File: config.mk
export PLATFORM = sky130hd
export DESIGN_NAME = bbfr_ctrl_flat
export DESIGN_NICKNAME = d
export VERILOG_FILES = /design/src/rtl/core/bbfr_pkg.sv /design/src/rtl/core/bbfr_ifs.sv /design/src/rtl/core/bbfr_ctrl.sv /design/src/flat_wrapper.sv
export SDC_FILE = /design/constraint.sdc
export NUM_CORES = 1
export LEC_CHECK = 0
export ABC_CLOCK_PERIOD_IN_PS = 6600
export BUFFER_PORTS_ARGS = -buffer_cell sky130_fd_sc_hd__buf_2
export CORE_MARGIN = 5
export CORE_UTILIZATION = 35
export DETAILED_ROUTE_END_ITERATION = 8
export PLACE_DENSITY = 0.62
export RECOVER_POWER = 50
export SLEW_MARGIN = 30
export SYNTH_ARGS = -nofsm -noshare
export SYNTH_HDL_FRONTEND = slang
export SYNTH_SLANG_ARGS = --single-unit
File: constraint.sdc
create_clock -name i_clk -period 6.6 [get_ports i_clk]
set_clock_uncertainty 0.2 [all_clocks]
set_input_delay 1.32 -clock i_clk [delete_from_list [all_inputs] [get_ports i_clk]]
set_output_delay 1.32 -clock i_clk [all_outputs]
set_load 0.05 [all_outputs]
File: src/rtl/core/bbfr_pkg.sv
// Shared types, codes and widths for the byte buffer field reader.
package bbfr_pkg;

    localparam int STORE_DEPTH_DEF = 4096;
    localparam int MODE_W          = 3;
    localparam int LADDR_W         = 12;
    localparam int BYTE_W          = 8;
    localparam int VALUE_W         = 32;
    localparam int STATUS_W        = 2;
    localparam int LEN_W           = 13;
    localparam int COUNT_W         = 3;

    typedef enum logic [MODE_W-1:0] {
        MODE_LOAD   = 3'd0,
        MODE_REWIND = 3'd1,
        MODE_U8     = 3'd2,
        MODE_U16    = 3'd3,
        MODE_U32    = 3'd4,
        MODE_VARINT = 3'd5
    } t_mode;

    typedef enum logic [STATUS_W-1:0] {
        ST_OK       = 2'd0,
        ST_EOB      = 2'd1,
        ST_OVERFLOW = 2'd2,
        ST_TOO_LONG = 2'd3
    } t_status;

    typedef enum logic [1:0] {
        S_IDLE,
        S_START,
        S_READ,
        S_DONE
    } t_state;

    localparam logic [COUNT_W-1:0] VARINT_LAST = 3'd4;

endpackage

File: src/rtl/core/bbfr_ifs.sv
// Valid/ready channel interfaces for input items, results and configuration writes.
interface bbfr_in_if import bbfr_pkg::*; ();
    logic               valid;
    logic               ready;
    logic [MODE_W-1:0]  mode;
    logic [LADDR_W-1:0] load_address;
    logic [BYTE_W-1:0]  load_byte;

    modport source (output valid, output mode, output load_address, output load_byte,
                    input ready);
    modport sink   (input valid, input mode, input load_address, input load_byte,
                    output ready);
endinterface

interface bbfr_out_if import bbfr_pkg::*; ();
    logic                valid;
    logic                ready;
    logic [VALUE_W-1:0]  read_value;
    logic [STATUS_W-1:0] status;
    logic [LEN_W-1:0]    cursor_after;

    modport source (output valid, output read_value, output status, output cursor_after,
                    input ready);
    modport sink   (input valid, input read_value, input status, input cursor_after,
                    output ready);
endinterface


File: src/rtl/core/bbfr_ctrl.sv
// Item sequencer: cursor, byte fetch, field assembly and result register.
module bbfr_ctrl import bbfr_pkg::*; #(
    parameter int STORE_DEPTH = STORE_DEPTH_DEF,
    localparam int AW         = $clog2(STORE_DEPTH)
) (
    input  logic              i_clk,
    input  logic              i_rst_n,
    input  logic [LEN_W-1:0]  i_buffer_length,
    bbfr_in_if.sink           i_in,
    bbfr_out_if.source        o_out,
    output logic              o_mem_en,
    output logic              o_mem_we,
    output logic [AW-1:0]     o_mem_addr,
    output logic [BYTE_W-1:0] o_mem_wdata,
    input  logic [BYTE_W-1:0] i_mem_rdata
);

    t_state              r_state, n_state;
    logic [MODE_W-1:0]   r_mode, n_mode;
    logic [LADDR_W-1:0]  r_addr, n_addr;
    logic [BYTE_W-1:0]   r_byte, n_byte;
    logic [LEN_W-1:0]    r_cursor, n_cursor;
    logic [COUNT_W-1:0]  r_count, n_count;
    logic [VALUE_W-1:0]  r_acc, n_acc;
    t_status             r_status, n_status;
    logic                r_first_big, n_first_big;
    logic                r_out_valid, n_out_valid;
    logic [VALUE_W-1:0]  r_out_value, n_out_value;
    logic [STATUS_W-1:0] r_out_status, n_out_status;
    logic [LEN_W-1:0]    r_out_cursor, n_out_cursor;

    logic [LEN_W-1:0]    valid_len;
    logic [LEN_W-1:0]    bytes_left;
    logic [COUNT_W-1:0]  need;
    logic                fixed_ok;
    logic                load_in_range;
    logic                is_varint;
    logic                out_take;
    logic                accept;

    assign accept        = i_in.valid && i_in.ready;
    assign valid_len     = (32'(i_buffer_length) < STORE_DEPTH) ? i_buffer_length
                                                                : LEN_W'(STORE_DEPTH);
    assign bytes_left    = (valid_len > r_cursor) ? valid_len - r_cursor : '0;
    assign load_in_range = 32'(r_addr) < STORE_DEPTH;
    assign is_varint     = (r_mode == MODE_VARINT);
    assign out_take      = !r_out_valid || o_out.ready;
    assign fixed_ok      = bytes_left >= LEN_W'(need);

    always_comb begin
        case (r_mode)
            MODE_U8:  need = 3'd1;
            MODE_U16: need = 3'd2;
            MODE_U32: need = 3'd4;
            default:  need = 3'd0;
        endcase
    end

    always_comb begin
        n_state = r_state;
        case (r_state)
            S_IDLE: begin
                if (accept) n_state = S_START;
            end
            S_START: begin
                case (r_mode)
                    MODE_U8, MODE_U16, MODE_U32: n_state = fixed_ok ? S_READ : S_DONE;
                    MODE_VARINT: n_state = (bytes_left != '0) ? S_READ : S_DONE;
                    default: n_state = S_DONE;
                endcase
            end
            S_READ: begin
                if (is_varint) begin
                    if (!i_mem_rdata[7] || r_count == VARINT_LAST || bytes_left == '0) begin
                        n_state = S_DONE;
                    end
                end else if (r_count == 3'd1) begin
                    n_state = S_DONE;
                end
            end
            S_DONE: begin
                if (out_take) n_state = S_IDLE;
            end
            default: n_state = S_IDLE;
        endcase
    end

    always_comb begin
        n_mode       = r_mode;
        n_addr       = r_addr;
        n_byte       = r_byte;
        n_cursor     = r_cursor;
        n_count      = r_count;
        n_acc        = r_acc;
        n_status     = r_status;
        n_first_big  = r_first_big;
        n_out_valid  = r_out_valid && !o_out.ready;
        n_out_value  = r_out_value;
        n_out_status = r_out_status;
        n_out_cursor = r_out_cursor;
        o_mem_en     = 1'b0;
        o_mem_we     = 1'b0;
        o_mem_addr   = AW'(r_cursor);
        o_mem_wdata  = r_byte;
        i_in.ready   = (r_state == S_IDLE);

        case (r_state)
            S_IDLE: begin
                if (accept) begin
                    n_mode = i_in.mode;
                    n_addr = i_in.load_address;
                    n_byte = i_in.load_byte;
                end
            end
            S_START: begin
                n_acc       = '0;
                n_status    = ST_OK;
                n_count     = '0;
                n_first_big = 1'b0;
                case (r_mode)
                    MODE_LOAD: begin
                        o_mem_en   = load_in_range;
                        o_mem_we   = 1'b1;
                        o_mem_addr = AW'(r_addr);
                    end
                    MODE_REWIND: begin
                        n_cursor = '0;
                    end
                    MODE_U8, MODE_U16, MODE_U32: begin
                        if (fixed_ok) begin
                            o_mem_en = 1'b1;
                            n_cursor = r_cursor + 1'b1;
                            n_count  = need;
                        end else begin
                            n_status = ST_EOB;
                        end
                    end
                    MODE_VARINT: begin
                        if (bytes_left != '0) begin
                            o_mem_en = 1'b1;
                            n_cursor = r_cursor + 1'b1;
                        end else begin
                            n_status = ST_EOB;
                        end
                    end
                    default: begin
                    end
                endcase
            end
            S_READ: begin
                if (is_varint) begin
                    n_acc = {r_acc[VALUE_W-8:0], i_mem_rdata[6:0]};
                    if (r_count == '0) n_first_big = (i_mem_rdata[6:4] != 3'd0);
                    if (!i_mem_rdata[7]) begin
                        n_status = (r_count == VARINT_LAST && r_first_big) ? ST_OVERFLOW
                                                                           : ST_OK;
                    end else if (r_count == VARINT_LAST) begin
                        n_status = ST_TOO_LONG;
                    end else if (bytes_left == '0) begin
                        n_status = ST_EOB;
                    end else begin
                        o_mem_en = 1'b1;
                        n_cursor = r_cursor + 1'b1;
                        n_count  = r_count + 1'b1;
                    end
                end else begin
                    n_acc   = {r_acc[VALUE_W-BYTE_W-1:0], i_mem_rdata};
                    n_count = r_count - 1'b1;
                    if (r_count != 3'd1) begin
                        o_mem_en = 1'b1;
                        n_cursor = r_cursor + 1'b1;
                    end
                end
            end
            S_DONE: begin
                if (out_take) begin
                    n_out_valid  = 1'b1;
                    n_out_value  = (r_status == ST_OK) ? r_acc : '0;
                    n_out_status = r_status;
                    n_out_cursor = r_cursor;
                end
            end
            default: begin
            end
        endcase
    end

    always_ff @(posedge i_clk) begin
        if (!i_rst_n) begin
            r_state     <= S_IDLE;
            r_cursor    <= '0;
            r_out_valid <= 1'b0;
        end else begin
            r_state     <= n_state;
            r_cursor    <= n_cursor;
            r_out_valid <= n_out_valid;
        end
    end

    always_ff @(posedge i_clk) begin
        r_mode       <= n_mode;
        r_addr       <= n_addr;
        r_byte       <= n_byte;
        r_count      <= n_count;
        r_acc        <= n_acc;
        r_status     <= n_status;
        r_first_big  <= n_first_big;
        r_out_value  <= n_out_value;
        r_out_status <= n_out_status;
        r_out_cursor <= n_out_cursor;
    end

    assign o_out.valid        = r_out_valid;
    assign o_out.read_value   = r_out_value;
    assign o_out.status       = r_out_status;
    assign o_out.cursor_after = r_out_cursor;

`ifndef SYNTHESIS
    a_result_from_done: assert property (@(posedge i_clk) disable iff (!i_rst_n)
        $rose(r_out_valid) |-> $past(r_state) == S_DONE)
        else $error("result raised outside done state");

    a_cursor_moves_in_fetch: assert property (@(posedge i_clk) disable iff (!i_rst_n)
        ($past(i_rst_n) && !$stable(r_cursor)) |->
        ($past(r_state) == S_START || $past(r_state) == S_READ))
        else $error("cursor moved outside a fetch");

    a_fixed_count_live: assert property (@(posedge i_clk) disable iff (!i_rst_n)
        (r_state == S_READ && !is_varint) |-> r_count != '0)
        else $error("fixed read with no bytes pending");

    a_read_on_fetch: assert property (@(posedge i_clk) disable iff (!i_rst_n)
        (o_mem_en && !o_mem_we) |=> r_state == S_READ)
        else $error("store read not followed by data use");
`endif

endmodule

File: src/flat_wrapper.sv
// flat-port wrapper written by rule: the top's interface ports become plain ports
module bbfr_ctrl_flat import bbfr_pkg::*;
#(
    parameter int STORE_DEPTH = STORE_DEPTH_DEF,
    localparam int AW         = $clog2(STORE_DEPTH)
)
  (i_clk, i_rst_n, i_buffer_length, o_mem_en, o_mem_we, o_mem_addr, o_mem_wdata, i_mem_rdata, i_in_valid, i_in_mode, i_in_load_address, i_in_load_byte, i_in_ready, o_out_valid, o_out_read_value, o_out_status, o_out_cursor_after, o_out_ready);
  bbfr_in_if i_in_i ();
  bbfr_out_if o_out_i ();
  input  logic i_clk;
  input  logic i_rst_n;
  input  logic [LEN_W-1:0] i_buffer_length;
  output logic o_mem_en;
  output logic o_mem_we;
  output logic [AW-1:0] o_mem_addr;
  output logic [BYTE_W-1:0] o_mem_wdata;
  input  logic [BYTE_W-1:0] i_mem_rdata;
  input wire logic [$bits(i_in_i.valid)-1:0] i_in_valid;
  input wire logic [$bits(i_in_i.mode)-1:0] i_in_mode;
  input wire logic [$bits(i_in_i.load_address)-1:0] i_in_load_address;
  input wire logic [$bits(i_in_i.load_byte)-1:0] i_in_load_byte;
  output wire logic [$bits(i_in_i.ready)-1:0] i_in_ready;
  output wire logic [$bits(o_out_i.valid)-1:0] o_out_valid;
  output wire logic [$bits(o_out_i.read_value)-1:0] o_out_read_value;
  output wire logic [$bits(o_out_i.status)-1:0] o_out_status;
  output wire logic [$bits(o_out_i.cursor_after)-1:0] o_out_cursor_after;
  input wire logic [$bits(o_out_i.ready)-1:0] o_out_ready;
  assign i_in_i.valid = i_in_valid;
  assign i_in_i.mode = i_in_mode;
  assign i_in_i.load_address = i_in_load_address;
  assign i_in_i.load_byte = i_in_load_byte;
  assign i_in_ready = i_in_i.ready;
  assign o_out_valid = o_out_i.valid;
  assign o_out_read_value = o_out_i.read_value;
  assign o_out_status = o_out_i.status;
  assign o_out_cursor_after = o_out_i.cursor_after;
  assign o_out_i.ready = o_out_ready;
  bbfr_ctrl #(.STORE_DEPTH(STORE_DEPTH)) u_core (.i_clk(i_clk), .i_rst_n(i_rst_n), .i_buffer_length(i_buffer_length), .i_in(i_in_i), .o_out(o_out_i), .o_mem_en(o_mem_en), .o_mem_we(o_mem_we), .o_mem_addr(o_mem_addr), .o_mem_wdata(o_mem_wdata), .i_mem_rdata(i_mem_rdata));
endmodule
==> results of run 1 <==
==> metrics by stage <==
stage	area [um^2]	power, uW	instances	setup slack (ns)
6_report	7800	3280	935	0.270
5_1_grt	7800	3470	935	-0.0143
4_1_cts	7800	3310	934	0.0878
3_5_place_dp	7230	2380	902	0.102
3_3_place_gp	7230	2360	902	0.200
2_1_floorplan	6460	2120	580	0.236
==> per-layer routing <==
| layer | GRT usage [%] | vias to the layer above | share of wire (%) |
|---|---|---|---|
| li1 | - | 2351 | - |
| met1 | 18.7 | 2319 | 45 |
| met5 | 0 | - | 0 |
| met3 | 4.48 | 15 | 7.2 |
| met4 | 4.94 | 0 | 1.1 |
| met2 | 22.9 | 188 | 47 |
==> final cells by class <==
type	count	area [um^2]	share of cell area (%)
inverter	24	90.1	1.15
clock inverter	15	153	1.96
clock buffer	17	425	5.45
tap	229	287	3.67
timing repair buffer	127	647	8.29
multi-input combinational	399	2640	33.8
sequential	124	3560	45.7
==> Yosys cell counts (3+ instances only) <==
master | instances | area (um^2)
xnor2_1 | 6 | 52.6
a211oi_1 | 3 | 22.5
o21ai_0 | 19 | 95.1
nor2b_1 | 17 | 106
buf_6 | 4 | 45.0
nor3_1 | 10 | 50.1
a311oi_1 | 6 | 52.6
a21oi_1 | 24 | 120
a31oi_1 | 3 | 18.8
nand3_1 | 16 | 80.1
nor2_1 | 18 | 67.6
a21o_1 | 3 | 22.5
a31o_1 | 3 | 26.3
o22ai_1 | 4 | 25.0
nand2b_1 | 7 | 43.8
and2_1 | 44 | 275
a31o_2 | 3 | 26.3
inv_1 | 24 | 90.1
a41o_1 | 4 | 40.0
and3_2 | 4 | 30.0
buf_4 | 4 | 30.0
edfxtp_1 | 108 | 3240
a22o_1 | 3 | 26.3
ha_1 | 26 | 325
dfxtp_1 | 16 | 320
and3_1 | 5 | 31.3
o2111ai_1 | 3 | 26.3
nand2_1 | 87 | 327
nand4_1 | 6 | 37.5
clkbuf_1 | 19 | 71.3
o32ai_1 | 3 | 26.3
a21boi_0 | 25 | 188
==> state kept, by name (all words and copies together), names as in the netlist <==
name                       cells
u_core.o_out.cursor_after     13
u_core.o_out.status            2
u_core.r_state                 2
u_core.r_first_big             1
u_core.r_status                2
u_core.o_mem_wdata             8
u_core.r_addr                 12
u_core.o_out.read_value       32
u_core.r_cursor               13
u_core.o_out.valid             1
u_core.r_count                 3
u_core.r_mode                  3
u_core.r_acc                  32
==> critical path, stage by stage <==
cell       delay, ns
clkbuf_4        0.22
nor2b_1         0.07
ha_1            0.45
o2111ai_1       0.20
a311oi_2        0.31
o2111ai_1       0.20
a21oi_2         0.19
buf_4           0.18
and2_1          0.14
ha_1            0.22
a21o_1          0.15
a21oi_1         0.18
nor2_1          0.06
a31oi_1         0.14
o22ai_1         0.11
o21a_1          0.17
o31a_1          0.27
buf_2           0.21
==> repair_timing <==
item	4_1_cts	5_1_grt
gates resized for setup	0	5
hold buffers	0	0
buffers inserted	0	1
setup endpoints to repair	0	1
==> layout by cell type (no fill, tap or decap), types with 4 or more instances in the layout <==
cell type	n
inv_6	5
o22ai_1	4
nor3_1	10
nand4_1	6
nor2_1	18
xnor2_1	6
o21ai_0	18
buf_2	115
nand2b_1	7
buf_4	6
nand2_1	87
nor2b_1	16
and2_1	15
a311oi_1	6
ha_1	25
and3_2	4
clkbuf_1	5
a41o_1	4
a21boi_0	25
nand3_1	16
and3_1	5
dfxtp_1	16
edfxtp_1	108
a21oi_1	24
inv_1	24
clkbuf_16	17
and2_0	29
==> final timing paths <==
| path | start | endpoint | slack [ns] | cells past startpoint |
|---|---|---|---|---|
| max reg2reg | u_core.r_cursor[4] | u_core.r_cursor[7] | 1.95 | 18 |
| min reg2reg | u_core.r_status[0] | u_core.o_out.status[0] | 0.25 | 0 |
| min | u_core.r_status[0] | u_core.o_out.status[0] | 0.25 | 0 |
| max | i_buffer_length[12] | o_mem_en | 0.27 | 18 |
==> report_power, final <==
part | internal [uW] | switching [uW] | total (uW)
clock | 531 | 388 | 919
sequential | 1190 | 112 | 1300
combinational | 310 | 754 | 1060
total | 2030 | 1250 | 3280
==> logic make-up after synthesis <==
kind of cell | Yosys count | synth area share (%)
AND/OR/NAND/NOR | 225 | 17.6
XOR/XNOR | 7 | 0.948
AO/OA/AOI/OAI | 137 | 16.2
flip-flops | 124 | 55.1
multiplexers | 3 | 0.484
adder cells (fa/ha/maj) | 27 | 5.34
buffers and inverters | 57 | 4.32
==> impl_results.md, run 1 <==
* Clock sinks at 124
* ANT cells at 0
* Gpl congestion at 0.836
* Outcome: finished with violations
* CP Capture Type: primary output
* Worst min-delay path class: reg -> reg
* Iter 0 DRT Violations at 310
* Final setup fails at 0
* Root buffer cell: clkbuf_16
* Initial antenna violation count at 0
* Fill cells at 1703
* DRC at 0
* First-pass DRT Iterations at 5
* Seq cells post-synth at 124
* Port Buffers at 118
* DR vias at 4873
* Worst-path clk slew at 0.06 ns
* All-Layer GR Usage at 14.4%
* Clock buffer depth at 2
* TritonCTS clock tree: done
* Post-Syn Instances at 580
* Data arrival, critical path at 4.81 ns
* Failing checks: capacitance limit, slew limit
* Synth Area per Inst at 11.1 um^2
* Power per cell area at 420 nW/um^2
* Post-synthesis cell area at 6460 um^2
* Largest net degree at the start of global routing at 50
* Chip Height at 146 um
* Slew margin rel. at -32.4%
* Library cells used by synthesis at 71
* Num rows at 49
* Sequential share of the synthesized area at 55.1%
* Minimum clock period at 6.33 ns
* Async SR Flop Fraction at 0%
* Layout cell share with drive strength beyond 1 at 25.4%
* Core Region at 18100 um^2
* Antenna violation net count after detailed routing at 0
* MaxCap Viol Count at 2
* Total gr overflow at 0
* Final setup TNS at 0 ns
* Synth-to-layout area growth at 20.7%
* Nets at 768
* Initial Util at 35.7%
* Final Hold Viols at 0
* Post-layout util at 43.1%
* Post-detail-place hpwl at 10.8 mm
* Vias in the first global route at 4954
* Yosys warning count at 0
* Die Footprint at 21300 um^2
* Worst Setup Start Kind: input port
* CTS Buf Count at 17
* Horiz. Die Dim at 146 um
* Routed len/inst at 16.3 um
* WL final at 15.3 mm
* Final Slew Violations at 86
* Worst-path maximum fanout at 13
* Mapped Nets at 655
* Crit path required time at 5.08 ns
* Post-synth EDFFs at 108
* Dominant synthesized flop cell: edfxtp_1
* Max Clock Freq at 158 MHz
* Worst-Margin Slew at 1.99 ns
* Worst-Skew Late Latency at 0.42 ns
* Number of H-tree levels at 4
* Detailed-route vias per instance at 5.21
* Hold slack final at 0.246 ns
* Period utilization at 95.9%
* Static Leak at 0.00304 uW
* Max VDD drop at 0.216 mV
* Crit path kind: in -> out
* First-pass GRT wire length at 25.0 mm
* I/O pin count at 119
No activity file was read; power rests on OpenSTA's default activity.
==> run 2: changes to the inputs <==
Settings changed: ABC_AREA set to 1.
==> run 2 against run 1 <==
Synthesized area is 0.14% higher. Synthesized cell count up 23%. The flow still finishes with violations (capacitance limit, slew limit). Register-to-register slack better by 0.85 ns. Wire length is 3.7% lower. Maximum frequency up 7.3%. Clock power is 2% higher. Combinational power grew 87%. Worst hold slack worse by 0.010 ns. Flip-flop and latch count stayed put. Cell count grew 15%. First-iteration DRC count fell by 40%. Final area increased by 0.93%. Critical endpoint unchanged.
==> impl_results.md, run 2 <==
* Nets at 907
* Setup slack at placement at 0.758 ns
* Worst min-delay path class: reg -> reg
* Worst-path maximum fanout at 13
* Area of the multi-input gates at 2340 um^2
* MaxCap Viol Count at 3
* Commonest non-fill, non-tap cell in the layout: nand2_1
* Power per cell area at 539 nW/um^2
* Gpl congestion at 0.890
* Mapped Nets at 786
* Sequential share of power at 31.2%
* Initial antenna violation count at 0
* Total gr overflow at 0
* Clk pwr share at 22.1%
* Number of H-tree levels at 4
* Final setup fails at 0
* Data arrival, critical path at 4.38 ns
* Worst Setup Start Kind: input port
* I/O pin count at 119
* Yosys warning count at 0
* Chip Height at 146 um
* All-Layer GR Usage at 14.3%
* CP Capture Type: primary output
* Initial Util at 35.8%
* Area leader, netlist: edfxtp_1
* Synth Area per Inst at 9.11 um^2
* Outcome: finished with violations
* Sw frac at 45.5%
* Detailed-route vias per instance at 4.60
* Net switching power at 1930 uW
* Minimum clock period at 5.90 ns
* Sequential share of the synthesized area at 55.0%
* Post-detail-place hpwl at 10.9 mm
* Iter 0 DRT Violations at 185
* Synth-to-layout area growth at 21.7%
* TritonCTS clock tree: done
* Combinational power share at 46.7%
* Vias in the first global route at 5000
* Cell with the most instances after synthesis: nand2_1
* Slew margin rel. at -69.2%
* Max Clock Freq at 169 MHz
* DRC at 0
* ANT cells at 0
* DR vias at 4942
* Failing checks: capacitance limit, slew limit
* Setup WS post-layout at 0.699 ns
* Setup Fix Bufs, Post-CTS at 0
* Routed len/inst at 13.7 um
* Worst-path clk slew at 0.06 ns
* Core Region at 18100 um^2
* Root buffer cell: clkbuf_16
* Register area at 3560 um^2
* RSZ-0062 raised after global routing: no
* Most frequent cells in the layout: nand2_1, inv_1, buf_2, edfxtp_1, nor2_1
* Fill cells at 1755
* First-pass DRT Iterations at 4
* Worst-Margin Slew at 2.54 ns
* Max VDD drop at 0.252 mV
* Die Footprint at 21300 um^2
* Synth area leaders: edfxtp_1, nand2_1, inv_1, ha_1, dfxtp_1
* CTS Buf Count at 17
* Final Slew Violations at 117
* Top post-synthesis cells by count: nand2_1, inv_1, edfxtp_1
* Dominant synthesized flop cell: edfxtp_1
* DP Cell Count at 1042
* Layout cell share with drive strength beyond 1 at 21.7%
* Async SR Flop Fraction at 0%
* Clock buffer depth at 2
* Post-synthesis cell area at 6470 um^2
* Static Leak at 0.00360 uW
* Clock sinks at 124
* Period utilization at 89.4%
* Cell Int Power at 2310 uW
* Final Hold Viols at 0
* Horiz. Die Dim at 146 um
* Final setup TNS at 0 ns
* DP Area at 7290 um^2
* Worst-Skew Late Latency at 0.42 ns
* Top cell type's share of synthesized area at 50.1%
* Largest net degree at the start of global routing at 48
* Finished Cell Area at 7880 um^2
* Post-synth EDFFs at 108
* CTS hold repair buffers at 0
* Library cells used by synthesis at 34
* WL final at 14.7 mm
* First-pass GRT wire length at 24.5 mm
* Post-Syn Instances at 711
* Seq cells post-synth at 124
* Crit path kind: in -> out
* Port Buffers at 118
* Final non-filler cell total at 1074
* Crit path required time at 5.08 ns
* # resized after CTS at 0
* Num rows at 49
* Antenna violation net count after detailed routing at 0
run 2: cell count changes after synthesis, moves of 7 or more:
cell / previous run / this run
inv_1: 24 / 123
nor2_1: 18 / 85
nand2_1: 87 / 149
and2_1: 44 / 0
nand3_1: 16 / 48
a21boi_0: 25 / 1
o22ai_1: 4 / 27
nor2b_1: 17 / 0
nand2_4: 0 / 8
nand2b_1: 7 / 0
run 2: critical path, cell delays in order:
cell	delay [ns]
buf_2	0.26
nor2_1	0.09
ha_1	0.40
nand2_1	0.10
nand2_2	0.07
inv_2	0.04
nand2_4	0.08
nand2_4	0.06
nand2_4	0.07
nand2_4	0.05
nand2_4	0.08
nand2_4	0.07
nor2_1	0.14
ha_1	0.25
a21boi_0	0.12
o21ai_0	0.16
nand2_1	0.09
nor3_2	0.19
nand2_1	0.14
nand2_1	0.11
nand3_1	0.07
a21oi_1	0.12
nor2_1	0.07
buf_2	0.23
run 2: final timing paths:
kind,slack [ns],from,end,cells after the start
worst max register to register,2.80,u_core.r_state[0],u_core.r_cursor[9],9
worst min register to register,0.24,u_core.r_cursor[12],u_core.o_out.cursor_after[12],0
worst min-delay path,0.24,u_core.r_cursor[12],u_core.o_out.cursor_after[12],0
worst max-delay path,0.70,i_buffer_length[12],o_mem_en,24
run 2: per-layer routing:
layer,global-route usage [%],up-vias,part of all wire [%]
met1,18.0,2208,45
li1,-,2582,-
met5,0,-,0
met4,5.36,0,2.0
met3,4.92,20,6.2
met2,22.9,132,47
run 2: cell families (layout without fill, tap and decap cells):
| logic type | count (synthesis) | after routing | share of synthesized area [%] |
|---|---|---|---|
| flops | 124 | 124 | 55.0 |
| buf+inv | 147 | 281 | 8.97 |
| xor+xnor | 5 | 5 | 0.676 |
| compound gates | 86 | 86 | 8.10 |
| simple gates | 322 | 322 | 21.9 |
| fa+ha+maj | 27 | 27 | 5.33 |
run 2: power groups by stage:
stage                     logic (uW)  clock network (uW)  registers (uW)
after floorplan                 1450                   0            1450
after global placement          1980                   0            1330
after detailed placement        1990                   0            1330
after CTS                       2000                 960            1320
after global routing            2230                1000            1360
final                           1980                 938            1330
run 2: through the flow:
step / util [%] / hold slack (ns) / total power, uW
finish: 43.5 / 0.235 / 4250
global route: 43.5 / 0.259 / 4590
CTS: 43.6 / 0.238 / 4280
detailed placement: 40.3 / 0.223 / 3320
global placement: 40.3 / 0.222 / 3310
floorplan: - / 0.208 / 2890
run 2: area by class of cell:
| class | count | area share (%) |
|---|---|---|
| Multi-Input combinational cell | 440 | 29.8 |
| Clock buffer | 17 | 5.40 |
| Inverter | 129 | 6.18 |
| Tap cell | 229 | 3.64 |
| Sequential cell | 124 | 45.2 |
| Clock inverter | 15 | 2.21 |
| Timing Repair Buffer | 120 | 7.58 |
==> run 3: changes to the inputs <==
Settings changed: CORE_UTILIZATION 35 to 43, PLACE_DENSITY 0.62 to 0.72.
==> run 3 against run 2 <==
Via count rose by 2.7%. Highest routed layer unchanged. Maximum frequency rose by 1.7%. Critical endpoint unchanged. Largest power group unchanged. Global-route usage rose by 2.3 points. Clock power rose by 3.2%. The run still ends with capacitance limit, slew limit left. Utilization rose by 9.9 points.
==> impl_results.md, run 3 (synthesized netlist as in run 2, its figures left out) <==
* Outcome: finished with violations
* Failing checks: capacitance limit, slew limit
* Die Footprint at 17600 um^2
* Vias in the first global route at 4871
* DRC at 0
* Horiz. Die Dim at 133 um
* Iter 0 DRT Violations at 298
* Crit path kind: in -> out
* Period utilization at 87.9%
* Max Clock Freq at 172 MHz
* Overall power at 4270 uW
* Final setup TNS at 0 ns
* CTS hold repair buffers at 0
* # resized after CTS at 0
* Power per cell area at 545 nW/um^2
* ANT cells at 0
* Worst-path maximum fanout at 13
* CP Capture Type: primary output
* Root buffer cell: clkbuf_16
* WL final at 14.3 mm
* Crit path required time at 5.08 ns
* First-pass GRT wire length at 23.3 mm
* Combinational power share at 46.2%
* Setup WS post-layout at 0.795 ns
* Clock sinks at 124
* Chip Height at 133 um
* Max VDD drop at 0.302 mV
* Total gr overflow at 0
* Clk pwr share at 22.7%
* Synth-to-layout area growth at 20.9%
* Most frequent cells in the layout: nand2_1, inv_1, buf_2, edfxtp_1, nor2_1
* Commonest non-fill, non-tap cell in the layout: nand2_1
* Port Buffers at 118
* CTS Buf Count at 17
* Hold slack final at 0.243 ns
* Core Region at 14600 um^2
* Sw frac at 44.4%
* Final Hold Viols at 0
* DR vias at 5075
* Worst-Margin Slew at 2.53 ns
* Num rows at 44
* I/O pin count at 119
* Largest net degree at the start of global routing at 48
* Layout cell share with drive strength beyond 1 at 21.2%
* Fill cells at 1338
* Register area at 3560 um^2
* Setup slack at placement at 0.795 ns
* Final setup fails at 0
* First-pass DRT Iterations at 4
* Post-detail-place hpwl at 10.5 mm
* Gpl congestion at 0.917
* Worst-Skew Late Latency at 0.42 ns
* Data arrival, critical path at 4.28 ns
* RSZ-0062 raised after global routing: no
* Nets at 907
* Worst min-delay path class: reg -> reg
* Initial antenna violation count at 0
* Cell Int Power at 2370 uW
* Worst-path clk slew at 0.06 ns
* Detailed-route vias per instance at 4.93
* Initial Util at 44.2%
* Area of the multi-input gates at 2340 um^2
* Net switching power at 1890 uW
* Minimum clock period at 5.80 ns
* Worst Setup Start Kind: input port
* Static Leak at 0.00359 uW
* Slew margin rel. at -69.0%
* Setup Fix Bufs, Post-CTS at 0
* Final Slew Violations at 117
* Antenna violation net count after detailed routing at 0
* TritonCTS clock tree: done
* Sequential share of power at 31.1%
* Number of H-tree levels at 4
* Clock buffer depth at 2
* Routed len/inst at 13.9 um
* MaxCap Viol Count at 3
* All-Layer GR Usage at 16.6%
## run 3: cell types whose count changed in the layout (fill, tap and decap cells not counted), sizes merged
cell | previous run | this run
clkbuf | 20 | 23
buf | 117 | 115
clkinvlp | 1 | 2
clkinv | 6 | 4
bufinv | 1 | 3
inv | 136 | 134
## run 3: power by group through the flow
stage                     combinational [uW]  sequential, uW  clock (uW)
final                                   1970            1330         968
after global routing                    2220            1360        1020
after CTS                               1980            1320         981
after detailed placement                1970            1330           0
after global placement                  1950            1330           0
after floorplan                         1450            1450           0
## run 3: path summary, 6_finish.rpt
kind	slack, ns	startpoint	cells after the start	endpoint
setup / recovery	0.80	i_buffer_length[12]	26	o_mem_en
hold / removal	0.24	u_core.r_status[0]	0	u_core.o_out.status[0]
setup reg to reg	2.71	u_core.r_state[1]	9	u_core.r_cursor[12]
hold reg to reg	0.24	u_core.r_status[0]	0	u_core.o_out.status[0]
## run 3: critical path, stage by stage
cell and delay (ns):
buf_2 0.25, nor2_1 0.09, ha_1 0.41, nand2_1 0.10, nand2_2 0.07, inv_2 0.04
nand2_4 0.07, nand2_4 0.06, nand2_4 0.07, nand2_4 0.05, nand2_4 0.08, nand2_4 0.07
inv_4 0.07, nand2_1 0.05, ha_1 0.28, inv_1 0.05, a21boi_0 0.06, o21ai_0 0.14
nand2_1 0.08, nor3_2 0.18, nand2_1 0.15, nand2_1 0.10, nand3_1 0.06, a21oi_1 0.12
nor2_1 0.05, buf_2 0.22
## run 3: layout make-up
cell class / instances / share of cell area (%)
clock buffer: 18 / 5.48
multi-input combinational: 440 / 29.9
tap: 184 / 2.94
inverter: 129 / 6.22
sequential: 124 / 45.5
clock inverter: 14 / 2.29
timing repair buffer: 120 / 7.59
## run 3: per-stage QoR
step	area (um^2)	cells	utilization, %
after floorplan	6470	711	-
after global placement	7230	997	49.4
after detailed placement	7230	997	49.4
after CTS	7840	1029	53.5
after global routing	7830	1029	53.4
final	7830	1029	53.4
## run 3: routing by layer
layer,vias to the layer above,routed length [um],track usage [%]
met2,165,6470,25.7
met5,-,0,0
met4,0,227,5.95
li1,2583,-,-
met3,17,1040,6.26
met1,2310,6550,21.5
